File: src/rtl/core/owsp_pkg.sv
package owsp_pkg;

  // scratchpad geometry
  localparam int PAD_BITS = 64;
  localparam int CRC_CNT_W = $clog2(PAD_BITS);
  localparam int DIV_BITS = 16;
  localparam int DIV_CNT_W = $clog2(DIV_BITS);

  // 1-wire crc-8, reflected polynomial x^8+x^5+x^4+1
  localparam logic [7:0] CRC_POLY = 8'h8C;

  // family code that uses count-remain interpolation
  localparam logic [7:0] FAMILY_COUNT_REMAIN = 8'h10;

  // resolution field, byte 4 bits 6:5
  localparam logic [1:0] RES_9BIT  = 2'b00;
  localparam logic [1:0] RES_10BIT = 2'b01;
  localparam logic [1:0] RES_11BIT = 2'b10;
  localparam logic [1:0] RES_12BIT = 2'b11;

  // interpolation offset, a quarter degree in 1/128 units
  localparam logic [15:0] QUARTER_DEGREE = 16'd32;

  // error limit after reset
  localparam logic [7:0] ERROR_LIMIT_RESET = 8'd10;
  localparam logic [7:0] ERROR_COUNT_MAX = 8'hFF;

  // result status codes
  localparam logic [1:0] STATUS_VALID  = 2'd0;
  localparam logic [1:0] STATUS_RETRY  = 2'd1;
  localparam logic [1:0] STATUS_RESCAN = 2'd2;

  // status of a serial unit
  typedef struct packed {
    logic busy;
    logic done;
  } unit_stat_t;

endpackage

File: src/rtl/core/owsp_crc8_serial.sv
module owsp_crc8_serial (
  input  logic                        clk,
  input  logic                        rst,
  input  logic                        start,
  input  logic [63:0]                 data,
  output logic [7:0]                  crc,
  output owsp_pkg::unit_stat_t        stat
);
  import owsp_pkg::*;

  logic [PAD_BITS-1:0]  shreg;
  logic [CRC_CNT_W-1:0] cnt;
  logic                 busy;
  logic                 done;
  logic                 fb;
  logic [7:0]           crc_next;

  // one data bit into the crc per cycle, lsb first
  always_comb begin
    fb = shreg[0] ^ crc[0];
    crc_next = (crc >> 1) ^ (fb ? CRC_POLY : 8'h00);
  end

  // control
  always_ff @(posedge clk) begin
    if (rst) begin
      busy <= 1'b0;
      done <= 1'b0;
      cnt <= '0;
    end else begin
      done <= 1'b0;
      if (start) begin
        busy <= 1'b1;
        cnt <= '0;
      end else if (busy) begin
        cnt <= cnt + 1'b1;
        if (cnt == CRC_CNT_W'(PAD_BITS - 1)) begin
          busy <= 1'b0;
          done <= 1'b1;
        end
      end
    end
  end

  // shift register and crc
  always_ff @(posedge clk) begin
    if (start) begin
      shreg <= data;
      crc <= 8'h00;
    end else if (busy) begin
      shreg <= shreg >> 1;
      crc <= crc_next;
    end
  end

  assign stat.busy = busy;
  assign stat.done = done;

endmodule

File: src/rtl/core/owsp_div_serial.sv
module owsp_div_serial (
  input  logic                        clk,
  input  logic                        rst,
  input  logic                        start,
  input  logic [15:0]                 dividend,
  input  logic [7:0]                  divisor,
  output logic [15:0]                 quotient,
  output owsp_pkg::unit_stat_t        stat
);
  import owsp_pkg::*;

  logic [7:0]           rem;
  logic [7:0]           dvs;
  logic [DIV_CNT_W-1:0] cnt;
  logic                 busy;
  logic                 done;
  logic [8:0]           trial;
  logic [9:0]           diff;
  logic                 ge;

  // restoring step: one quotient bit per cycle
  always_comb begin
    trial = {rem, quotient[DIV_BITS-1]};
    diff = {1'b0, trial} - {2'b00, dvs};
    ge = ~diff[9];
  end

  // control
  always_ff @(posedge clk) begin
    if (rst) begin
      busy <= 1'b0;
      done <= 1'b0;
      cnt <= '0;
    end else begin
      done <= 1'b0;
      if (start) begin
        busy <= 1'b1;
        cnt <= '0;
      end else if (busy) begin
        cnt <= cnt + 1'b1;
        if (cnt == DIV_CNT_W'(DIV_BITS - 1)) begin
          busy <= 1'b0;
          done <= 1'b1;
        end
      end
    end
  end

  // remainder and quotient shift register
  always_ff @(posedge clk) begin
    if (start) begin
      rem <= 8'h00;
      dvs <= divisor;
      quotient <= dividend;
    end else if (busy) begin
      rem <= ge ? diff[7:0] : trial[7:0];
      quotient <= {quotient[DIV_BITS-2:0], ge};
    end
  end

  assign stat.busy = busy;
  assign stat.done = done;

endmodule

File: src/rtl/core/onewire_scratchpad_temp_decoder.sv
// 1-wire temperature scratchpad decoder
//
// input channel s_axis: one item per sensor read. tdata carries the eight
// scratchpad bytes and the received crc byte, tuser the family code and the
// round-start flag. output channel m_axis: one item per input item, with the
// temperature in 1/128 degree in tdata and the status code in tuser
// (0 valid, 1 crc mismatch, 2 error limit exceeded); temperature is 0
// unless the status is valid.
// configuration: cfg_wr_en writes cfg_wr_data into the error limit.
//
// after acceptance the crc is computed one bit per clock over 64 bits,
// and the 16-bit interpolation divide runs one quotient bit per clock in
// parallel with it; the result is registered when both are done and the output register is free.
// s_axis_tready is high only while no item is in work, so one item is
// processed at a time. if the receiver stalls, the result waits in the
// output register and the next item may be accepted; its result is held
// until the register frees.
// reset clears the error count, sets the error limit to 10 and empties the
// output register.
module onewire_scratchpad_temp_decoder (
  input  logic        clk,
  input  logic        rst,
  input  logic        s_axis_tvalid,
  output logic        s_axis_tready,
  input  logic [71:0] s_axis_tdata,   // pad_bytes[63:0], pad_crc[71:64]
  input  logic [8:0]  s_axis_tuser,   // family_code[7:0], new_round[8]
  output logic        m_axis_tvalid,
  input  logic        m_axis_tready,
  output logic [15:0] m_axis_tdata,   // temperature[15:0]
  output logic [1:0]  m_axis_tuser,   // status[1:0]
  input  logic        cfg_wr_en,
  input  logic [7:0]  cfg_wr_data
);
  import owsp_pkg::*;

  localparam logic [1:0] ST_IDLE   = 2'd0;
  localparam logic [1:0] ST_RUN    = 2'd1;
  localparam logic [1:0] ST_FINISH = 2'd2;

  logic [1:0]  state;
  logic [1:0]  state_next;
  logic [7:0]  error_limit;
  logic [7:0]  error_count;
  logic [7:0]  error_count_next;

  // latched item fields
  logic [7:0]  family;
  logic [15:0] raw;
  logic [1:0]  res_bits;
  logic [7:0]  byte7;
  logic [7:0]  rx_crc;
  logic        new_round;

  logic        accept;
  logic        finish;
  logic [8:0]  bdiff;
  logic [7:0]  crc;
  logic [15:0] quotient;
  logic [15:0] dt;
  logic [15:0] raw_masked;
  logic [15:0] temp;
  logic [7:0]  count_base;
  logic [1:0]  status;
  unit_stat_t  crc_stat;
  unit_stat_t  div_stat;

  assign accept = s_axis_tvalid & s_axis_tready;
  assign s_axis_tready = (state == ST_IDLE);
  assign finish = (state == ST_FINISH) & ~div_stat.busy & (~m_axis_tvalid | m_axis_tready);

  // (b7 - b6) * 128, kept to 16 bits
  assign bdiff = {1'b0, s_axis_tdata[63:56]} - {1'b0, s_axis_tdata[55:48]};

  owsp_crc8_serial u_crc (
    .clk   (clk),
    .rst   (rst),
    .start (accept),
    .data  (s_axis_tdata[63:0]),
    .crc   (crc),
    .stat  (crc_stat)
  );

  owsp_div_serial u_div (
    .clk      (clk),
    .rst      (rst),
    .start    (accept),
    .dividend ({bdiff, 7'b0}),
    .divisor  (s_axis_tdata[63:56]),
    .quotient (quotient),
    .stat     (div_stat)
  );

  // sequencer
  always_comb begin
    state_next = state;
    unique case (state)
      ST_IDLE:   if (accept) state_next = ST_RUN;
      ST_RUN:    if (crc_stat.done) state_next = ST_FINISH;
      ST_FINISH: if (finish) state_next = ST_IDLE;
      default:   state_next = ST_IDLE;
    endcase
  end

  // temperature decode
  always_comb begin
    dt = (byte7 == 8'h00) ? 16'h0000 : quotient;
    case (res_bits)
      RES_9BIT:  raw_masked = {raw[15:3], 3'b000};
      RES_10BIT: raw_masked = {raw[15:2], 2'b00};
      RES_11BIT: raw_masked = {raw[15:1], 1'b0};
      default:   raw_masked = raw;
    endcase
    if (family == FAMILY_COUNT_REMAIN) begin
      temp = {raw[9:1], 7'b0} - QUARTER_DEGREE + dt;
    end else begin
      temp = {raw_masked[12:0], 3'b000};
    end
  end

  // error count and status
  always_comb begin
    count_base = new_round ? 8'h00 : error_count;
    if (crc != rx_crc) begin
      error_count_next = (count_base == ERROR_COUNT_MAX) ? count_base : count_base + 1'b1;
      status = (error_count_next > error_limit) ? STATUS_RESCAN : STATUS_RETRY;
    end else begin
      error_count_next = 8'h00;
      status = STATUS_VALID;
    end
  end

  // control registers
  always_ff @(posedge clk) begin
    if (rst) begin
      state <= ST_IDLE;
      error_limit <= ERROR_LIMIT_RESET;
      error_count <= 8'h00;
      m_axis_tvalid <= 1'b0;
    end else begin
      state <= state_next;
      if (cfg_wr_en) begin
        error_limit <= cfg_wr_data;
      end
      if (finish) begin
        error_count <= error_count_next;
        m_axis_tvalid <= 1'b1;
      end else if (m_axis_tready) begin
        m_axis_tvalid <= 1'b0;
      end
    end
  end

  // item fields and output payload
  always_ff @(posedge clk) begin
    if (accept) begin
      family <= s_axis_tuser[7:0];
      new_round <= s_axis_tuser[8];
      raw <= s_axis_tdata[15:0];
      res_bits <= s_axis_tdata[38:37];
      byte7 <= s_axis_tdata[63:56];
      rx_crc <= s_axis_tdata[71:64];
    end
    if (finish) begin
      m_axis_tdata <= (status == STATUS_VALID) ? temp : 16'h0000;
      m_axis_tuser <= status;
    end
  end

endmodule

File: config.mk
export PLATFORM = sky130hd
export DESIGN_NAME = onewire_scratchpad_temp_decoder
export DESIGN_NICKNAME = d
export VERILOG_FILES = /design/src/rtl/core/owsp_pkg.sv /design/src/rtl/core/owsp_crc8_serial.sv /design/src/rtl/core/owsp_div_serial.sv /design/src/rtl/core/onewire_scratchpad_temp_decoder.sv
export SDC_FILE = /design/constraint.sdc
export NUM_CORES = 1
export LEC_CHECK = 0
export ABC_CLOCK_PERIOD_IN_PS = 10900
export BUFFER_PORTS_ARGS = -buffer_cell sky130_fd_sc_hd__buf_4
export CAP_MARGIN = 30
export CORE_MARGIN = 2
export CORE_UTILIZATION = 35
export DETAILED_ROUTE_END_ITERATION = 16
export HOLD_SLACK_MARGIN = 0.03
export SLEW_MARGIN = 10
export SYNTH_ARGS = -nofsm -noshare
export SYNTH_HDL_FRONTEND = slang
export SYNTH_HIERARCHICAL = 1
export SYNTH_SLANG_ARGS = --single-unit
File: constraint.sdc
create_clock -name clk -period 10.9 [get_ports clk]
set_clock_uncertainty 0.15 [all_clocks]
set_input_delay 2.18 -clock clk [delete_from_list [all_inputs] [get_ports clk]]
set_output_delay 2.18 -clock clk [all_outputs]
set_load 0.01 [all_outputs]
==> results of run 1 <==
[layout make-up]
cell class	instances	area share (%)
clock buffer	18	3.93
clock inverter	14	1.51
inverter	67	2.25
multi-input combinational	476	32.8
sequential	194	47.9
tap	341	3.82
timing repair buffer	116	7.80
[path summary, 6_finish.rpt]
| path | start | to | slack (ns) | cells after the start |
|---|---|---|---|---|
| max | s_axis_tvalid | u_crc/shreg[56] | 6.66 | 5 |
| min | u_crc/done | state[0] | 0.31 | 1 |
| min reg2reg | u_crc/done | state[0] | 0.31 | 1 |
| max reg2reg | byte7[1] | m_axis_tdata[14] | 7.21 | 11 |
[sequential cells by signal (all words and copies together) (netlist names), 2 cells and up]
name,count
family,8
m_axis_tdata,16
u_div/rem,8
error_limit,8
raw,13
state,2
error_count,8
u_div/dvs,8
rx_crc,8
u_div/quotient,16
byte7,8
u_crc/crc,8
res_bits,2
m_axis_tuser,2
u_crc/shreg,64
u_crc/cnt,6
u_div/cnt,4
[power by group]
group | switching (mW) | internal [mW]
Sequential | 0.0267 | 0.865
Clock | 0.295 | 0.353
Combinational | 0.127 | 0.121
[per-stage QoR]
stage	hold WS, ns	power [mW]	cell area (sq um)	std cells
global placement	0.305	1.15	10600	1194
floorplan	0.287	1.08	9440	768
detailed placement	0.298	1.16	10600	1194
CTS	0.315	1.81	11200	1226
finish	0.312	1.79	11200	1226
global route	0.352	1.87	11200	1226
[worst max-delay path, cell delays in order]
cell and delay [ns]:
buf_4 0.10, and2_4 0.45, buf_4 0.51, or2_2 0.19, buf_4 0.63
[routing by layer]
metal  vias up  track usage [%]  routed length [um]
li1       2968                -                   -
met1      2759             18.6                9310
met2       159             19.2                7810
met3        14             4.51                1260
met4         0             4.01                 223
met5         -                0                   0
==> flow_metrics.env, run 1 <==
export IMPL_hold_violations=0
export IMPL_path_clk_slew_ns=0.08
export IMPL_n_antenna_cell=0
export IMPL_drt_first_pass_iters=5
export IMPL_setup_ws_ns=6.66
export IMPL_cts_htree_levels=4
export IMPL_cts_sinks=194
export IMPL_grt_pass1_wl_um=29200
export IMPL_vias_per_cell=4.81
export IMPL_post_cts_buffers=0
export IMPL_postSynthCellCount=762
export IMPL_postCtsHoldBufs=0
export IMPL_tightest_slew_ns=0.921
export IMPL_worstPathRequired_ns=10.82
export IMPL_filler_cell_count=2512
export IMPL_area_growth_synth_to_final_pct=18.6
export IMPL_rsz0062_at_grt="no"
export IMPL_period_share_pct=38.9
export IMPL_clock_latency_ns=0.43
export IMPL_hold_path_class="flip-flop to flip-flop"
export IMPL_routed_wl_um=18600
export IMPL_drc=0
export IMPL_cp_data_arrival_time_ns=4.16
export IMPL_cp_max_fo=64
export IMPL_io_buffers=113
export IMPL_layout_commonest_cell="edfxtp_1"
export IMPL_drt_iter0_drc=358
export IMPL_finalSetupViolCount=0
export IMPL_final_max_slew_violation_count=0
export IMPL_wl_per_cell_um=15.2
export IMPL_drive_gt1_share_pct=23.3
export IMPL_overflow=0
export IMPL_ys_warn_count=6
export IMPL_period_needed_ns=4.24
export IMPL_final_util_pct=41.9
export IMPL_cp_start_kind="primary input"
export IMPL_dieArea_sq_um=28200
export IMPL_grt_max_degree=75
export IMPL_outcome="finished, final reports clean"
export IMPL_p_leak_nw=4.50
export IMPL_start_util_pct=35.3
export IMPL_setup_worst_path_end_class="flip-flop"
export IMPL_globalplace_congestion=0.801
export IMPL_antenna_found_initial=0
export IMPL_multi_input_area_sq_um=3670
export IMPL_grt_total_usage_pct=13.2
export IMPL_fin_tns_setup_ns=0
export IMPL_slew_headroom_pct=38.5
export IMPL_cts_tree="built"
export IMPL_post_dp_hpwl_um=13100
export IMPL_vias=5900
export IMPL_synthesis_area_sq_um=9420
export IMPL_critPathKind="primary input to flip-flop"
export IMPL_ant_nets=0
export IMPL_cts_buffers=17
export IMPL_die_h_um=168
export IMPL_post_place_ws_ns=6.15
export IMPL_cts_repair_resize_count=0
export IMPL_vdd_drop_max_v=0.0000993
export IMPL_io_pins=114
export IMPL_fin_nets=1013
export IMPL_first_global_vias=5551
export IMPL_core_sq_um=26700
export IMPL_drv_cap=0
export IMPL_cts_root_buf="clkbuf_16"
export IMPL_die_w_um=168
export IMPL_timing_fmax_mhz=236
export IMPL_powerDensity_nw_per_um2=160
export IMPL_num_rows=60
export IMPL_final_cell_mix="edfxtp_1, buf_4, inv_1"
export IMPL_clockBufferDepth=2
export IMPL_syn_avg_cell_area_sq_um=12.4
export IMPL_seqCellArea_sq_um=5350
No activity file was read; power rests on OpenSTA's default activity.
==> run 2, diff against run 1 <==
Settings changed: ABC_CLOCK_PERIOD_IN_PS 10900 to 3600.
Clock period 10.9 ns to 3.6 ns, I/O delays scaled along.
==> flow_metrics.env, run 2 (same netlist as run 1, synthesis figures left out) <==
export IMPL_outcome="finished, final reports clean"
export IMPL_top_register="u_crc/shreg"
export IMPL_cts_sinks=194
export IMPL_r2r_cells=13
export IMPL_ant_nets=0
export IMPL_io_pins=114
export IMPL_cts_root_buf="clkbuf_16"
export IMPL_vias=5890
export IMPL_path_clk_slew_ns=0.07
export IMPL_drt_iter0_drc=384
export IMPL_final_util_pct=42.1
export IMPL_reg2reg_slack_ns=0.28
export IMPL_first_global_vias=5612
export IMPL_rsz0062_at_grt="no"
export IMPL_fin_tns_setup_ns=0
export IMPL_vdd_drop_max_v=0.000315
export IMPL_vias_per_cell=4.77
export IMPL_clock_latency_ns=0.43
export IMPL_routed_wl_um=18200
export IMPL_slew_headroom_pct=61.0
export IMPL_final_cell_mix="edfxtp_1, buf_4, inv_1"
export IMPL_reg_top3="u_crc/shreg: 64 flops, m_axis_tdata: 16 flops, u_div/quotient: 16 flops"
export IMPL_largest_register_ffs=64
export IMPL_grt_max_degree=65
export IMPL_dieArea_sq_um=28200
export IMPL_cp_slowest_cell="edfxtp_1"
export IMPL_n_antenna_cell=0
export IMPL_hold_violations=0
export IMPL_die_h_um=168
export IMPL_drt_first_pass_iters=4
export IMPL_period_share_pct=92.2
export IMPL_area_growth_synth_to_final_pct=19.0
export IMPL_reg2reg_to="m_axis_tuser[1]"
export IMPL_start_util_pct=35.3
export IMPL_cpMostUsedCell="ha_1"
export IMPL_finalSetupViolCount=0
export IMPL_timing_fmax_mhz=301
export IMPL_io_buffers=113
export IMPL_powerDensity_nw_per_um2=468
export IMPL_period_needed_ns=3.32
export IMPL_critPathKind="flip-flop to flip-flop"
export IMPL_drc=0
export IMPL_cpPeakStageDelay_ns=0.50
export IMPL_final_max_slew_violation_count=0
export IMPL_drive_gt1_share_pct=23.9
export IMPL_hold_depth=1
export IMPL_drv_cap=0
export IMPL_hold_path_class="primary input to flip-flop"
export IMPL_p_leak_nw=4.44
export IMPL_die_w_um=168
export IMPL_filler_cell_count=2491
export IMPL_grt_pass1_wl_um=29400
export IMPL_num_rows=60
export IMPL_cts_htree_levels=4
export IMPL_cp_max_fo=7
export IMPL_cts_tree="built"
export IMPL_clockBufferDepth=2
export IMPL_hold_end="rx_crc[6]"
export IMPL_grt_total_usage_pct=13.2
export IMPL_fin_nets=1021
export IMPL_r2r_start="new_round"
export IMPL_tightest_slew_ns=0.579
export IMPL_globalplace_congestion=0.823
export IMPL_fin_total_pwr_mw=5.24
export IMPL_wl_per_cell_um=14.8
export IMPL_cp_start_kind="flip-flop"
export IMPL_worstPathRequired_ns=3.64
export IMPL_post_dp_hpwl_um=13200
export IMPL_cts_buffers=17
export IMPL_layout_commonest_cell="edfxtp_1"
export IMPL_antenna_found_initial=0
export IMPL_hold_start="s_axis_tdata[70]"
export IMPL_setup_worst_path_end_class="flip-flop"
export IMPL_core_sq_um=26700
export IMPL_cp_data_arrival_time_ns=3.36
export IMPL_overflow=0
export IMPL_crit_chain="nand2b_1, inv_1, ha_1, and3_2, nand4_2, mux2_2, ha_1, nor2b_1, o21a_1, o21ai_0, a21oi_1, o22a_1, and2_1"
==> run 2: changes by cell type in the layout (fill, tap and decap cells not counted), sizes merged <==
cell / previous run / this run
buf: 116 / 124
bufinv: 2 / 0
clkbuf: 18 / 17
clkinv: 4 / 7
==> run 2: worst max-delay path: cells and delay by family, from the launching register on <==
kind | cells | cell delay, ns
flops | 1 | 0.50
mux | 1 | 0.35
simple gates | 5 | 0.92
compound gates | 4 | 0.58
buf+inv | 1 | 0.11
fa+ha+maj | 2 | 0.47
==> run 2: layer usage <==
metal / global-route usage [%] / part of all wire [%]
met1: 18.6 / 50
met2: 19.7 / 43
met3: 4.09 / 5.6
met4: 3.78 / 1.1
met5: 0 / 0
==> run 2: timing repair <==
action / 4_1_cts / 5_1_grt
hold buffers: 0 / 0
setup buffers: 0 / 1
gates resized for setup: 0 / 0
hold endpoints to repair: 0 / 0
endpoints found under the setup margin: 0 / 1
==> run 2: per-stage QoR <==
step	area, sq um	hold WS [ns]	setup slack [ns]	std cells
floorplan	9440	0.287	0.183	768
detailed placement	10700	0.302	0.271	1201
global placement	10700	0.302	0.378	1201
global route	11200	0.289	0.00215	1234
finish	11200	0.315	0.281	1234
CTS	11200	0.294	0.266	1233
==> run 2: cell type report <==
| cell class | instances | area [sq um] | area share (%) |
|---|---|---|---|
| Sequential cell | 194 | 5350 | 47.7 |
| Multi-Input combinational cell | 476 | 3670 | 32.7 |
| Timing Repair Buffer | 124 | 968 | 8.64 |
| Tap cell | 341 | 427 | 3.81 |
| Clock buffer | 17 | 425 | 3.80 |
| Inverter | 67 | 251 | 2.24 |
| Clock inverter | 15 | 124 | 1.11 |
==> run 2: worst max-delay path by stage <==
stage | from | to | slack, ns
global placement | byte7[1] | m_axis_tdata[14] | 0.38
global route | byte7[1] | m_axis_tdata[14] | 0.002
detailed placement | new_round | m_axis_tuser[1] | 0.27
floorplan | s_axis_tvalid | u_crc/shreg[0] | 0.18
CTS | new_round | m_axis_tuser[1] | 0.27
finish | new_round | m_axis_tuser[1] | 0.28
==> run 2: power breakdown <==
group | internal [mW] | switching (mW) | total, mW
Sequential | 2.62 | 0.0737 | 2.69
Combinational | 0.374 | 0.389 | 0.763
Clock | 0.907 | 0.882 | 1.79
Total | 3.90 | 1.34 | 5.24
==> run 3, diff against run 2 <==
Settings changed: SETUP_SLACK_MARGIN set to 0.4.
==> flow_metrics.env, run 3 (same netlist as run 1, synthesis figures left out) <==
export IMPL_outcome="finished, final reports clean"
export IMPL_antenna_found_initial=0
export IMPL_dieArea_sq_um=28200
export IMPL_routed_wl_um=18500
export IMPL_cts_tree="built"
export IMPL_r2r_cells=13
export IMPL_p_leak_nw=4.46
export IMPL_stdcell_area_sq_um=11300
export IMPL_finalSetupViolCount=0
export IMPL_period_needed_ns=3.10
export IMPL_dpl_cell_count=1200
export IMPL_core_sq_um=26700
export IMPL_post_place_ws_ns=0.255
export IMPL_die_h_um=168
export IMPL_drv_cap=0
export IMPL_hold_depth=1
export IMPL_io_buffers=113
export IMPL_cp_start_kind="flip-flop"
export IMPL_cts_root_buf="clkbuf_16"
export IMPL_grt_max_degree=99
export IMPL_postCtsHoldBufs=0
export IMPL_cts_buffers=17
export IMPL_critPathKind="flip-flop to flip-flop"
export IMPL_vdd_drop_max_v=0.000274
export IMPL_globalplace_congestion=0.811
export IMPL_vias_per_cell=4.77
export IMPL_powerDensity_nw_per_um2=468
export IMPL_final_util_pct=42.5
export IMPL_fin_nets=1025
export IMPL_cts_sinks=194
export IMPL_area_growth_synth_to_final_pct=20.2
export IMPL_num_rows=60
export IMPL_cts_htree_levels=4
export IMPL_setup_worst_path_end_class="flip-flop"
export IMPL_final_cell_mix="edfxtp_1, buf_4, inv_1"
export IMPL_start_util_pct=35.3
export IMPL_timing_fmax_mhz=322
export IMPL_drive_gt1_share_pct=25.3
export IMPL_cp_max_fo=4
export IMPL_io_pins=114
export IMPL_cp_data_arrival_time_ns=3.13
export IMPL_hold_path_class="primary input to flip-flop"
export IMPL_period_share_pct=86.2
export IMPL_top_register="u_crc/shreg"
export IMPL_dpl_instance_area_sq_um=10600
export IMPL_largest_register_ffs=64
export IMPL_drt_first_pass_iters=5
export IMPL_vias=5901
export IMPL_setup_ws_ns=0.497
export IMPL_rsz0062_at_grt="yes"
export IMPL_fin_cells=1238
export IMPL_layout_commonest_cell="edfxtp_1"
export IMPL_wl_per_cell_um=15.0
export IMPL_overflow=0
export IMPL_grt_total_usage_pct=13.5
export IMPL_path_clk_slew_ns=0.07
export IMPL_reg_top3="u_crc/shreg: 64 flops, m_axis_tdata: 16 flops, u_div/quotient: 16 flops"
export IMPL_final_max_slew_violation_count=0
export IMPL_worstPathRequired_ns=3.63
export IMPL_n_antenna_cell=0
export IMPL_tightest_slew_ns=0.696
export IMPL_clock_latency_ns=0.43
export IMPL_slew_headroom_pct=53.6
export IMPL_hold_violations=0
export IMPL_ant_nets=0
export IMPL_first_global_vias=5956
export IMPL_drc=0
export IMPL_drt_iter0_drc=299
export IMPL_fin_tns_setup_ns=0
export IMPL_post_dp_hpwl_um=13100
export IMPL_die_w_um=168
export IMPL_clockBufferDepth=2
export IMPL_grt_pass1_wl_um=30200
run 3: changes by cell type in the layout (fill, tap and decap cells not counted), moves of 2 or more:
cell,previous run,this run
buf_4,121,125
clkinv_2,3,0
a221oi_1,2,0
a221oi_2,0,2
clkbuf_1,0,2
clkinvlp_4,1,3
inv_8,4,2
nor4_1,6,4
nor4_2,0,2
run 3: per-layer routing:
metal  vias up  part of all wire, %  global-route usage, %
met1      2773                   48                   17.8
met5         -                    0                      0
met2       135                   45                   21.4
met3         9                  6.2                   4.40
li1       2984                    -                      -
met4         0                 0.82                   3.52
run 3: where the power goes:
part / leakage [nW] / total, mW / internal, mW / switching (mW)
combinational: 2.43 / 0.779 / 0.381 / 0.398
sequential: 1.76 / 2.69 / 2.62 / 0.0738
clock: 0.263 / 1.83 / 0.968 / 0.860
run 3: cell type report:
cell class / count / area [sq um]
fillers: 2477 / 15300
flip-flops and latches: 194 / 5350
clock inverters: 13 / 126
repair buffers: 128 / 990
well taps: 341 / 427
inverters: 67 / 251
clock buffers: 19 / 433
multi-input cells: 476 / 3750
run 3: what timing repair did:
| item | in CTS | in global routing |
|---|---|---|
| pin swaps | 1 | 6 |
| buffers inserted | 3 | 3 |
| cloned | 0 | 0 |
| gates resized for setup | 6 | 13 |
| setup endpoints to repair | 5 | 7 |
run 3: final timing paths:
kind                          from              end  slack (ns)
hold / removal    s_axis_tdata[69]        rx_crc[5]        0.32
hold reg to reg         u_crc/done         state[0]        0.33
setup / recovery         new_round  m_axis_tuser[1]        0.50
setup reg to reg         new_round  m_axis_tuser[1]        0.50
run 3: worst max-delay path, cell delays in order, from the launching register on:
cell	delay (ns)
edfxtp_1	0.46
nand2b_4	0.18
inv_2	0.10
ha_4	0.15
and3_4	0.21
nand4_4	0.13
mux2_4	0.34
ha_1	0.28
nor2b_1	0.13
o21a_1	0.16
o21ai_1	0.12
a21oi_1	0.08
o22a_1	0.19
and2_1	0.15
run 3: metrics by stage:
stage	hold slack, ns	power, mW
floorplan	0.287	3.28
global placement	0.307	3.49
detailed placement	0.314	3.51
finish	0.317	5.30
CTS	0.295	5.35
global route	0.290	5.55
